===== src/hdl/fldr_pkg.sv =====
`default_nettype none
package fldr_pkg;

   localparam int unsigned CodeWidth = 8;
   localparam int unsigned TickWidth = 16;
   localparam int unsigned CountWidth = 8;
   localparam int unsigned CsrIndexWidth = 2;
   localparam int unsigned CsrDataWidth = 16;
   localparam logic [TickWidth-1:0] TickMax = {TickWidth{1'b1}};

   typedef enum logic [2:0] {
      OP_LATCH       = 3'd0,
      OP_TAKE        = 3'd1,
      OP_ENTER_FAULT = 3'd2,
      OP_TICK        = 3'd3,
      OP_TRY_CLEAR   = 3'd4,
      OP_RESET_COUNT = 3'd5
   } op_type;

   typedef enum logic [1:0] {
      COND_UNKNOWN  = 2'd0,
      COND_CLEAR    = 2'd1,
      COND_ASSERTED = 2'd2
   } cond_type;

   typedef enum logic [1:0] {
      REFUSE_NONE     = 2'd0,
      REFUSE_ASSERTED = 2'd1,
      REFUSE_DWELL    = 2'd2,
      REFUSE_LIMIT    = 2'd3
   } refusal_type;

   typedef enum logic [CsrIndexWidth-1:0] {
      CSR_POLL_INTERVAL = 2'd0,
      CSR_DWELL_TICKS   = 2'd1,
      CSR_MAX_CLEARS    = 2'd2
   } csr_index_type;

   localparam logic [TickWidth-1:0] PollIntervalReset = 16'd10;
   localparam logic [TickWidth-1:0] DwellTicksReset = 16'd100;
   localparam logic [CountWidth-1:0] MaxClearsReset = 8'd3;

   typedef struct packed {
      logic                      write;
      logic [CsrIndexWidth-1:0]  index;
      logic [CsrDataWidth-1:0]   data;
   } csr_write_type;

   typedef struct packed {
      logic                  code_valid;
      logic [CodeWidth-1:0]  code_out;
      logic [1:0]            refusal;
      logic                  cleared;
      logic                  latched_now;
      logic                  recorded_now;
      logic                  pending_now;
      logic [1:0]            condition_now;
   } result_type;

endpackage
`default_nettype wire


===== src/hdl/fldr_core.sv =====
`default_nettype none
module fldr_core (
   input  wire logic                            clock,
   input  wire logic                            reset,
   input  wire fldr_pkg::csr_write_type         csr,
   input  wire logic                            accept,
   input  wire logic [2:0]                      op,
   input  wire logic [fldr_pkg::CodeWidth-1:0]  fault_code,
   input  wire logic [1:0]                      condition_sample,
   output fldr_pkg::result_type                 result
);

   logic [fldr_pkg::TickWidth-1:0]  poll_interval_ff;
   logic [fldr_pkg::TickWidth-1:0]  dwell_ticks_ff;
   logic [fldr_pkg::CountWidth-1:0] max_clears_ff;

   logic [fldr_pkg::CodeWidth-1:0]  held_code_ff, held_code_in;
   logic                            pending_ff, pending_in;
   logic                            latched_ff, latched_in;
   logic                            recorded_ff, recorded_in;
   logic                            polling_ff, polling_in;
   logic [fldr_pkg::TickWidth-1:0]  poll_count_ff, poll_count_in;
   logic [1:0]                      last_cond_ff, last_cond_in;
   logic                            clear_seen_ff, clear_seen_in;
   logic [fldr_pkg::TickWidth-1:0]  clear_age_ff, clear_age_in;
   logic [fldr_pkg::CountWidth-1:0] clear_count_ff, clear_count_in;

   logic [fldr_pkg::TickWidth-1:0]  poll_next;
   logic [1:0]                      sample;
   logic [1:0]                      refusal;

   always_ff @(posedge clock) begin
      if (reset) begin
         poll_interval_ff <= fldr_pkg::PollIntervalReset;
         dwell_ticks_ff   <= fldr_pkg::DwellTicksReset;
         max_clears_ff    <= fldr_pkg::MaxClearsReset;
      end else if (csr.write) begin
         case (csr.index)
            fldr_pkg::CSR_POLL_INTERVAL: poll_interval_ff <= csr.data;
            fldr_pkg::CSR_DWELL_TICKS:   dwell_ticks_ff <= csr.data;
            fldr_pkg::CSR_MAX_CLEARS:    max_clears_ff <= csr.data[fldr_pkg::CountWidth-1:0];
            default: ;
         endcase
      end
   end

   // Clear-gate verdict on the state before this transaction.
   always_comb begin
      if (last_cond_ff == fldr_pkg::COND_ASSERTED) begin
         refusal = fldr_pkg::REFUSE_ASSERTED;
      end else if (last_cond_ff == fldr_pkg::COND_CLEAR &&
                   (!clear_seen_ff || clear_age_ff < dwell_ticks_ff)) begin
         refusal = fldr_pkg::REFUSE_DWELL;
      end else if (clear_count_ff >= max_clears_ff) begin
         refusal = fldr_pkg::REFUSE_LIMIT;
      end else begin
         refusal = fldr_pkg::REFUSE_NONE;
      end
   end

   always_comb begin
      held_code_in   = held_code_ff;
      pending_in     = pending_ff;
      latched_in     = latched_ff;
      recorded_in    = recorded_ff;
      polling_in     = polling_ff;
      poll_count_in  = poll_count_ff;
      last_cond_in   = last_cond_ff;
      clear_seen_in  = clear_seen_ff;
      clear_age_in   = clear_age_ff;
      clear_count_in = clear_count_ff;
      result         = '0;

      // A sample code of three reads as unknown.
      sample = (condition_sample == 2'd3) ? fldr_pkg::COND_UNKNOWN : condition_sample;
      poll_next = (poll_count_ff != fldr_pkg::TickMax) ?
                  poll_count_ff + fldr_pkg::TickWidth'(1) : poll_count_ff;

      case (fldr_pkg::op_type'(op))
         fldr_pkg::OP_LATCH: begin
            held_code_in = fault_code;
            pending_in   = 1'b1;
            latched_in   = 1'b1;
         end
         fldr_pkg::OP_TAKE: begin
            if (pending_ff) begin
               result.code_valid = 1'b1;
               result.code_out   = held_code_ff;
               pending_in        = 1'b0;
            end
         end
         fldr_pkg::OP_ENTER_FAULT: begin
            latched_in    = 1'b1;
            recorded_in   = 1'b1;
            polling_in    = 1'b1;
            poll_count_in = '0;
         end
         fldr_pkg::OP_TICK: begin
            if (clear_seen_ff && clear_age_ff != fldr_pkg::TickMax) begin
               clear_age_in = clear_age_ff + fldr_pkg::TickWidth'(1);
            end
            if (polling_ff) begin
               poll_count_in = poll_next;
               if (poll_next >= poll_interval_ff) begin
                  poll_count_in = '0;
                  last_cond_in  = sample;
                  if (sample == fldr_pkg::COND_ASSERTED) begin
                     clear_seen_in = 1'b0;
                  end else if (sample == fldr_pkg::COND_CLEAR &&
                               last_cond_ff != fldr_pkg::COND_CLEAR) begin
                     // Start a new clear stretch.
                     clear_seen_in = 1'b1;
                     clear_age_in  = '0;
                  end
               end
            end
         end
         fldr_pkg::OP_TRY_CLEAR: begin
            result.refusal = refusal;
            if (refusal == fldr_pkg::REFUSE_NONE) begin
               result.cleared = 1'b1;
               clear_count_in = clear_count_ff + fldr_pkg::CountWidth'(1);
               latched_in     = 1'b0;
               recorded_in    = 1'b0;
               polling_in     = 1'b0;
               poll_count_in  = '0;
               clear_seen_in  = 1'b0;
               clear_age_in   = '0;
               last_cond_in   = fldr_pkg::COND_UNKNOWN;
            end
         end
         fldr_pkg::OP_RESET_COUNT: begin
            clear_count_in = '0;
         end
         default: ;
      endcase

      result.latched_now   = latched_in;
      result.recorded_now  = recorded_in;
      result.pending_now   = pending_in;
      result.condition_now = last_cond_in;
   end

   always_ff @(posedge clock) begin
      if (reset) begin
         held_code_ff   <= '0;
         pending_ff     <= 1'b0;
         latched_ff     <= 1'b0;
         recorded_ff    <= 1'b0;
         polling_ff     <= 1'b0;
         poll_count_ff  <= '0;
         last_cond_ff   <= fldr_pkg::COND_UNKNOWN;
         clear_seen_ff  <= 1'b0;
         clear_age_ff   <= '0;
         clear_count_ff <= '0;
      end else if (accept) begin
         held_code_ff   <= held_code_in;
         pending_ff     <= pending_in;
         latched_ff     <= latched_in;
         recorded_ff    <= recorded_in;
         polling_ff     <= polling_in;
         poll_count_ff  <= poll_count_in;
         last_cond_ff   <= last_cond_in;
         clear_seen_ff  <= clear_seen_in;
         clear_age_ff   <= clear_age_in;
         clear_count_ff <= clear_count_in;
      end
   end

endmodule
`default_nettype wire


===== src/hdl/fldr_out_buf.sv =====
`default_nettype none
module fldr_out_buf (
   input  wire logic                  clock,
   input  wire logic                  reset,
   input  wire logic                  in_valid,
   input  wire fldr_pkg::result_type  in_data,
   output logic                       in_stall,
   output logic                       out_valid,
   output fldr_pkg::result_type       out_data,
   input  wire logic                  out_stall
);

   logic                  main_valid_ff;
   fldr_pkg::result_type  main_ff;
   logic                  skid_valid_ff;
   fldr_pkg::result_type  skid_ff;
   logic                  main_free;

   assign in_stall  = skid_valid_ff;
   assign out_valid = main_valid_ff;
   assign out_data  = main_ff;
   assign main_free = !main_valid_ff || !out_stall;

   always_ff @(posedge clock) begin
      if (reset) begin
         main_valid_ff <= 1'b0;
         skid_valid_ff <= 1'b0;
      end else if (main_free) begin
         // Drain the skid entry first; input is held off while it is full.
         main_valid_ff <= skid_valid_ff || in_valid;
         skid_valid_ff <= 1'b0;
      end else if (in_valid && !skid_valid_ff) begin
         skid_valid_ff <= 1'b1;
      end
   end

   always_ff @(posedge clock) begin
      if (main_free) begin
         main_ff <= skid_valid_ff ? skid_ff : in_data;
      end
      if (!main_free && !skid_valid_ff) begin
         skid_ff <= in_data;
      end
   end

endmodule
`default_nettype wire


===== src/hdl/fault_latch_dwell_retry.sv =====
// Fault latch with a dwell-gated, budgeted clear.
//
// Request channel (req_valid/req_stall) carries one transaction per event:
// req_op selects latch, take, enter fault, tick, try clear or reset count;
// req_fault_code is used by latch, req_condition_sample by tick.
// Every request transaction yields exactly one response transaction on
// rsp_valid/rsp_stall with the take, clear and flag results.
// Each response is registered in the output buffer (main register, or skid
// register while rsp_stall holds the main entry); the state update finishes
// in the accepting cycle, so one request per cycle is sustained while rsp_stall is low.
// A two-entry output buffer sits on the response side: with rsp_stall high
// one more request is still taken, then req_stall rises until the buffer
// drains. req_stall is a register output.
// The csr_ port writes poll_interval (0), dwell_ticks (1) and max_clears
// (2); csr_ready is always high. Write only while no response is pending.
// Synchronous reset clears all fault state, empties the buffer and loads
// register defaults 10, 100 and 3.
`default_nettype none
module fault_latch_dwell_retry (
   input  wire logic                                clock,
   input  wire logic                                reset,
   input  wire logic                                req_valid,
   output logic                                     req_stall,
   input  wire logic [2:0]                          req_op,
   input  wire logic [fldr_pkg::CodeWidth-1:0]      req_fault_code,
   input  wire logic [1:0]                          req_condition_sample,
   output logic                                     rsp_valid,
   input  wire logic                                rsp_stall,
   output logic                                     rsp_code_valid,
   output logic [fldr_pkg::CodeWidth-1:0]           rsp_code_out,
   output logic [1:0]                               rsp_refusal,
   output logic                                     rsp_cleared,
   output logic                                     rsp_latched_now,
   output logic                                     rsp_recorded_now,
   output logic                                     rsp_pending_now,
   output logic [1:0]                               rsp_condition_now,
   input  wire logic                                csr_valid,
   output logic                                     csr_ready,
   input  wire logic [fldr_pkg::CsrIndexWidth-1:0]  csr_index,
   input  wire logic [fldr_pkg::CsrDataWidth-1:0]   csr_data
);

   fldr_pkg::csr_write_type  csr;
   fldr_pkg::result_type     core_result;
   fldr_pkg::result_type     rsp_data;
   logic                     req_accept;

   assign csr_ready  = 1'b1;
   assign csr.write  = csr_valid && csr_ready;
   assign csr.index  = csr_index;
   assign csr.data   = csr_data;
   assign req_accept = req_valid && !req_stall;

   fldr_core u_core (
      .clock            (clock),
      .reset            (reset),
      .csr              (csr),
      .accept           (req_accept),
      .op               (req_op),
      .fault_code       (req_fault_code),
      .condition_sample (req_condition_sample),
      .result           (core_result)
   );

   fldr_out_buf u_out_buf (
      .clock     (clock),
      .reset     (reset),
      .in_valid  (req_accept),
      .in_data   (core_result),
      .in_stall  (req_stall),
      .out_valid (rsp_valid),
      .out_data  (rsp_data),
      .out_stall (rsp_stall)
   );

   assign rsp_code_valid    = rsp_data.code_valid;
   assign rsp_code_out      = rsp_data.code_out;
   assign rsp_refusal       = rsp_data.refusal;
   assign rsp_cleared       = rsp_data.cleared;
   assign rsp_latched_now   = rsp_data.latched_now;
   assign rsp_recorded_now  = rsp_data.recorded_now;
   assign rsp_pending_now   = rsp_data.pending_now;
   assign rsp_condition_now = rsp_data.condition_now;

endmodule
`default_nettype wire


===== config.mk =====
export PLATFORM = sky130hd
export DESIGN_NAME = fault_latch_dwell_retry
export DESIGN_NICKNAME = d
export VERILOG_FILES = /design/src/hdl/fldr_pkg.sv /design/src/hdl/fldr_core.sv /design/src/hdl/fldr_out_buf.sv /design/src/hdl/fault_latch_dwell_retry.sv
export SDC_FILE = /design/constraint.sdc
export NUM_CORES = 1
export LEC_CHECK = 0
export BUFFER_PORTS_ARGS = -buffer_cell sky130_fd_sc_hd__buf_2
export CORE_UTILIZATION = 25
export DETAILED_ROUTE_END_ITERATION = 8
export GPL_TIMING_DRIVEN = 0
export REMOVE_ABC_BUFFERS = 1
export SLEW_MARGIN = 40
export SYNTH_ARGS = -nofsm -noshare
export SYNTH_HDL_FRONTEND = slang
export SYNTH_SLANG_ARGS = --single-unit

===== constraint.sdc =====
create_clock -name clock -period 6 [get_ports clock]
set_input_delay 0.9 -clock clock [delete_from_list [all_inputs] [get_ports clock]]
set_output_delay 0.9 -clock clock [all_outputs]
set_load 0.05 [all_outputs]

After elaboration in Yosys (flattened, before gate mapping)
Index checks and enable logic that the tools add are counted.
{"block": "op_classes", "addsub": 3, "magnitude_cmp": 3, "eq_ne": 19, "muxes": 38, "reduce_logical": 32}
{"op": "$mux 16", "n": 9}
{"op": "$pmux 16 s3", "n": 1}
{"op": "$add 16x1->16 const B", "n": 2}
{"op": "$ne 16x16->1 const B", "n": 2}
{"op": "$pmux 16 s2", "n": 1}
{"op": "$mux 9", "n": 2}
{"op": "$mux 17", "n": 1}
{"op": "$ge 16x16->1", "n": 1}
{"op": "$lt 16x16->1", "n": 1}
{"op": "$pmux 8 s2", "n": 1}
{"op": "$mux 2", "n": 7}
{"op": "$pmux 1 s2", "n": 5}
{"op": "$reduce_and 3->1", "n": 3}
{"op": "$add 8x1->8 const B", "n": 1}
{"op": "$eq 2x2->1 const B", "n": 4}
{"op": "$ge 8x8->1", "n": 1}
{"op": "$mux 1", "n": 8}
{"op": "$mux 8", "n": 1}
{"op": "$ne 2x1->1 const B", "n": 4}
{"op": "$reduce_and 2->1", "n": 4}
{"op": "$eq 2x1->1 const B", "n": 3}
{"op": "$eq 3x2->1 const B", "n": 2}
{"op": "$eq 3x3->1 const B", "n": 2}
{"op": "$logic_and 1x1->1", "n": 6}
{"op": "13 further kinds", "n": 23}
{"block": "totals", "regBits": 131, "word_cells": 126}

Logic depth before layout (Yosys ltp)
{"block": "depth", "word_depth": 9, "ltp_mapped": 16, "ltp_nobuf": 15}

Hierarchy
Synthesis repeated with hierarchy kept, for this count alone.
{"block": "unflattened", "hier_cells": 781, "hier_area_um2": 6990.5}
{"mod": "fldr_core", "instances": 1, "cells_per_inst": 718, "area_per_inst_um2": 5630.4}
{"mod": "fldr_out_buf", "instances": 1, "cells_per_inst": 60, "area_per_inst_um2": 1335.0}
{"mod": "fault_latch_dwell_retry", "instances": 1, "cells_per_inst": 3, "area_per_inst_um2": 25.0}

Least setup slack after synthesis
Ideal clock, no wire load.
{"block": "synth_path", "path_type": "flip-flop to flip-flop", "start": "register u_core.poll_count_ff[5] in the netlist's numbering", "end": "register u_core.poll_count_ff[10] in the netlist's numbering", "arrival_ps": 3756, "required_time_ps": 5908, "setup_slack_ps": 2152, "stages_incl_launch_ff": 17, "path_buffers": 1, "period_less_slack_ps": 3848, "cell_sequence": "dfxtp_1 -> and4_1 -> nand4_1 -> nor4_2 -> nor2_1 -> nand4_1 -> xnor2_1 -> ha_1 -> a22o_1 -> nor4_1 -> o21ai_0 -> a221oi_1 -> nand2_1 -> nor2_1 -> buf_2 -> a21oi_1 -> o32ai_1"}
{"block": "synth_via", "elab_chain_cells": 6, "word_cells_on_any_way": 7, "classes_between": "add/sub (1); order compare (1); eq/ne (1); mux (4)"}
{"element": "start: declaration", "line": "fldr_core.sv:22", "text": "logic [fldr_pkg::TickWidth-1:0] poll_count_ff, poll_count_in;"}
{"element": "start signal: assignment", "line": "fldr_core.sv:162", "text": "poll_count_ff <= poll_count_in;"}
{"element": "$add 16x1->16 or $ne 16x16->1 (tied branches)", "line": "fldr_core.sv:77, fldr_core.sv:76"}
{"element": "$mux 16 (*)", "line": "fldr_core.sv:76", "text": "poll_next = (poll_count_ff != fldr_pkg::TickMax) ?"}
{"element": "$ge 16x16->1", "line": "fldr_core.sv:104", "text": "if (poll_next >= poll_interval_ff) begin"}
{"element": "$mux 16 (*)", "line": "fldr_core.sv:104"}
{"element": "$mux 16 (*)", "line": "fldr_core.sv:102", "text": "if (polling_ff) begin"}
{"element": "$pmux 16 s3 (*)", "line": "fldr_core.sv:79", "text": "case (fldr_pkg::op_type'(op))"}
Every way passes the cells marked *; elsewhere a longest branch is shown, timed or not. The select of a mux whose other input is x is not followed.
A chain may end at the register's enable or synchronous reset.

Worst setup path in the final report
{"block": "layout_path", "start": "register u_core.poll_count_ff[5] in the netlist's numbering", "end": "register u_core.poll_count_ff[3] in the netlist's numbering"}
The elaborated chain is that of the path after synthesis.

==> out/metrics.csv <==
metric,value,unit
dieWidth,164.6,um
critical-path-max-stage-delay,0.63,ns
drc,0,
cts.repair.resized,0,
drv_cap,0,
drt_first_pass_iters,5,
p_seq_share,45.4,%
drtIter0Drc,413,
syn_area_per_cell,8.840,um^2
drtAntennaViolNets,0,
ys_ff_latch,131,
grt_usage,11.90,%
post_drt_wl_per_cell,13.19,um
crit_path_start_kind,flop,
core_area,25980,um^2
finClkSkew,0.008691,ns
slowest_stage,nor2_2,
hold_class,reg2reg,
cts_buffer_depth,2,
setup.worst_path.start,u_core.poll_count_ff[5]$_SDFFE_PP0P_,
dp_hpwl,10.55,mm
met2WireLength,6.363,mm
setup_slack,1.089,ns
grt_pass1_vias,4903,
worstMarginPinSlew,0.7901,ns
ctsHoldBuffers,0,
grt_max_degree,78,
dieArea,27100,um^2
fillers,2773,
syn2layout_area_growth,17.73,%
wl_met1,7.807,mm
worstReg2RegEnd,u_core.poll_count_ff[3]$_SDFFE_PP0P_,
worst-path-max-fanout,17,
async_flop_share,0,%
drv_slew,0,
intPower,0.001517,W
gp_congestion,0.7778,
route.top_layer_used,met4,
clk_latency,0.42,ns
synth_area,6613,um^2
final_util,29.96,%
fin_crit,4.911,ns
reg2reg_setup_slack,1.09,ns
status,completed,
cp.depth,15,
viasPerCell,4.719,
h-tree-depth,4,
synth_seq_area_share,44.81,%
dp_slack,1.222,ns
final_common_cell,nand2_1,
crit_family,simple AND/OR/NAND/NOR gates,
pwr-share-comb,7.7,%
p_switching,0.0005567,W
final_cell_mix,"102 x nand2_1, 96 x dfxtp_1, 87 x a21oi_1, 58 x inv_1, 53 x buf_2",
clockPowerShare,46.9,%
grt-ovfl-total,0,
antenna_found_initial,0,
grt_first_pass_wirelength,25.03,mm
path_cells,and4_1 -> nand4_1 -> nor4_2 -> nor2_1 -> nand4_1 -> xnor2_1 -> ha_1 -> a22o_1 -> nor4_1 -> o21ai_0 -> a221oi_1 -> nand2_1 -> nor2_2 -> nand2_1 -> o32ai_1,
syn_inst,748,
power_density,266.4,nW/um^2
routed_wirelength,15.03,mm
postCtsSetupRepairBufs,0,
die_y,164.6,um
ys_warn_count,0,
sw_frac_of_total,26.84,%
fin_nets,869,
synthFlopType,dfxtp_1,
finalCritPeriodShare,81.85,%
p_leak,2.952,nW
path_class,reg2reg,
worst-path-buf-inv,0,
endpoint_kind,flop,
hold_viol,0,
cts_tree,yes,
final_cells,1139,
ys_types,57,
finalSetupViolCount,0,
r2r_start,u_core.poll_count_ff[5]$_SDFFE_PP0P_,
rsz0062_at_grt,false,
clkSlewWorstSetupHoldPaths,0.06,ns
route.vias.total,5375,
tns,0,ns
ir_drop,0.1294,mV
antenna_cells,0,
place_inst,1107,
synth_edf_count,34,
cts_made_buffers,17,
num_io_pins,56,
start_util,25.45,%
cts.sink_count,131,
cts_root_buffer,clkbuf_16,
max_freq,203.6,MHz
endpoint,u_core.poll_count_ff[3]$_SDFFE_PP0P_,
r2r_cells,15,
crit_arrival,5.23,ns
placement_rows,59,
crit_required,6.32,ns
wl_met3,733,um
drive_above_1_share,15.17,%
maxSlewHeadroom,46.84,%
io_buffers,54,
holdWs,0.4488,ns
==> final cells by class <==
cell class	instances	area [um^2]	share of cell area (%)
clock buffers	17	425.4	5.464
clock inverters	15	125.1	1.607
inverters	59	221.5	2.845
multi-input cells	526	3318	42.62
flip-flops and latches	131	2964	38.07
well taps	335	419.2	5.384
repair buffers	56	311.5	4.002
==> Yosys cell counts (all sizes together), types with 3 or more instances <==
library cell	count	area, um^2
a211o	7	61.31
a21o	8	60.06
a21oi	87	435.4
a31oi	5	31.28
and2	11	68.82
and3	7	43.79
buf	9	48.79
clkbuf	23	86.33
dfxtp	97	1942
edfxtp	34	1021
ha	42	525.5
inv	59	221.5
mux2	16	180.2
mux2i	7	70.07
nand2	103	386.6
nand2b	7	43.79
nand3	34	182.7
nand4	13	81.33
nor2	47	183.9
nor2b	7	43.79
nor3	7	35.03
nor4	4	31.28
o211ai	3	27.52
o21ai	23	115.1
o31ai	10	75.07
o32ai	8	70.07
or3	18	117.6
or4	10	75.07
xnor2	11	96.34
xor2	7	61.31
==> logic make-up after synthesis <==
kind of cell	synth area share (%)
mux	3.784
simple gates	20.89
flops	44.81
other cells	0.05671
compound gates	14.74
buf+inv	5.392
xor+xnor	2.384
fa+ha+maj	7.947
==> how the worst min path moves through the flow <==
stage / start / to / slack (ns) / cells after the start
5_1_grt: u_core.held_code_ff[6]$_SDFFE_PP0P_ / u_core.held_code_ff[6]$_SDFFE_PP0P_ / 0.47 / 2
3_5_place_dp: u_core.held_code_ff[6]$_SDFFE_PP0P_ / u_core.held_code_ff[6]$_SDFFE_PP0P_ / 0.44 / 2
4_1_cts: u_core.held_code_ff[6]$_SDFFE_PP0P_ / u_core.held_code_ff[6]$_SDFFE_PP0P_ / 0.45 / 2
6_report: u_core.held_code_ff[6]$_SDFFE_PP0P_ / u_core.held_code_ff[6]$_SDFFE_PP0P_ / 0.45 / 2
2_1_floorplan: u_core.dwell_ticks_ff[0]$_SDFFE_PP0P_ / u_core.dwell_ticks_ff[0]$_SDFFE_PP0P_ / 0.43 / 2
3_3_place_gp: u_core.held_code_ff[4]$_SDFFE_PP0P_ / u_core.held_code_ff[4]$_SDFFE_PP0P_ / 0.44 / 2
==> power groups by stage <==
stage	Combinational, W	Sequential (W)	Clock [W]
after floorplan	0.0000674	0.000991	0
final	0.000159	0.000942	0.000973
after global routing	0.000176	0.000945	0.00103
after CTS	0.000160	0.000943	0.000994
after detailed placement	0.000159	0.000962	0
after global placement	0.000154	0.000961	0
==> routing by layer <==
metal / global-route usage, % / vias to the layer above
met5: 0 / -
met4: 3.378 / 0
met3: 3.290 / 7
met2: 17.72 / 120
met1: 16.63 / 2528
li1: - / 2720
==> worst register-to-register path, cell delays in order (launching register included) <==
cell      delay (ns)
dfxtp_1         0.43
and4_1          0.30
nand4_1         0.22
nor4_2          0.62
nor2_1          0.18
nand4_1         0.18
xnor2_1         0.14
ha_1            0.26
a22o_1          0.23
nor4_1          0.19
o21ai_0         0.19
a221oi_1        0.41
nand2_1         0.15
nor2_2          0.63
nand2_1         0.43
o32ai_1         0.23
==> metrics by stage <==
step / area [um^2] / power (W)
after floorplan: 6477 / 0.001058
final: 7785 / 0.002074
after CTS: 7781 / 0.002097
after global routing: 7785 / 0.002155
after global placement: 7167 / 0.001115
after detailed placement: 7231 / 0.001121
==> flip-flops by register name (all words and copies together) (netlist names), 2 cells and up <==
register	count
u_core.max_clears_ff	8
u_out_buf.skid_ff	17
u_core.poll_interval_ff	16
u_core.last_cond_ff	2
u_out_buf.out_data	17
u_core.clear_age_ff	16
u_core.clear_count_ff	8
u_core.poll_count_ff	16
u_core.dwell_ticks_ff	16
u_core.held_code_ff	8
Note: power is estimated with default switching activity, not from simulation.
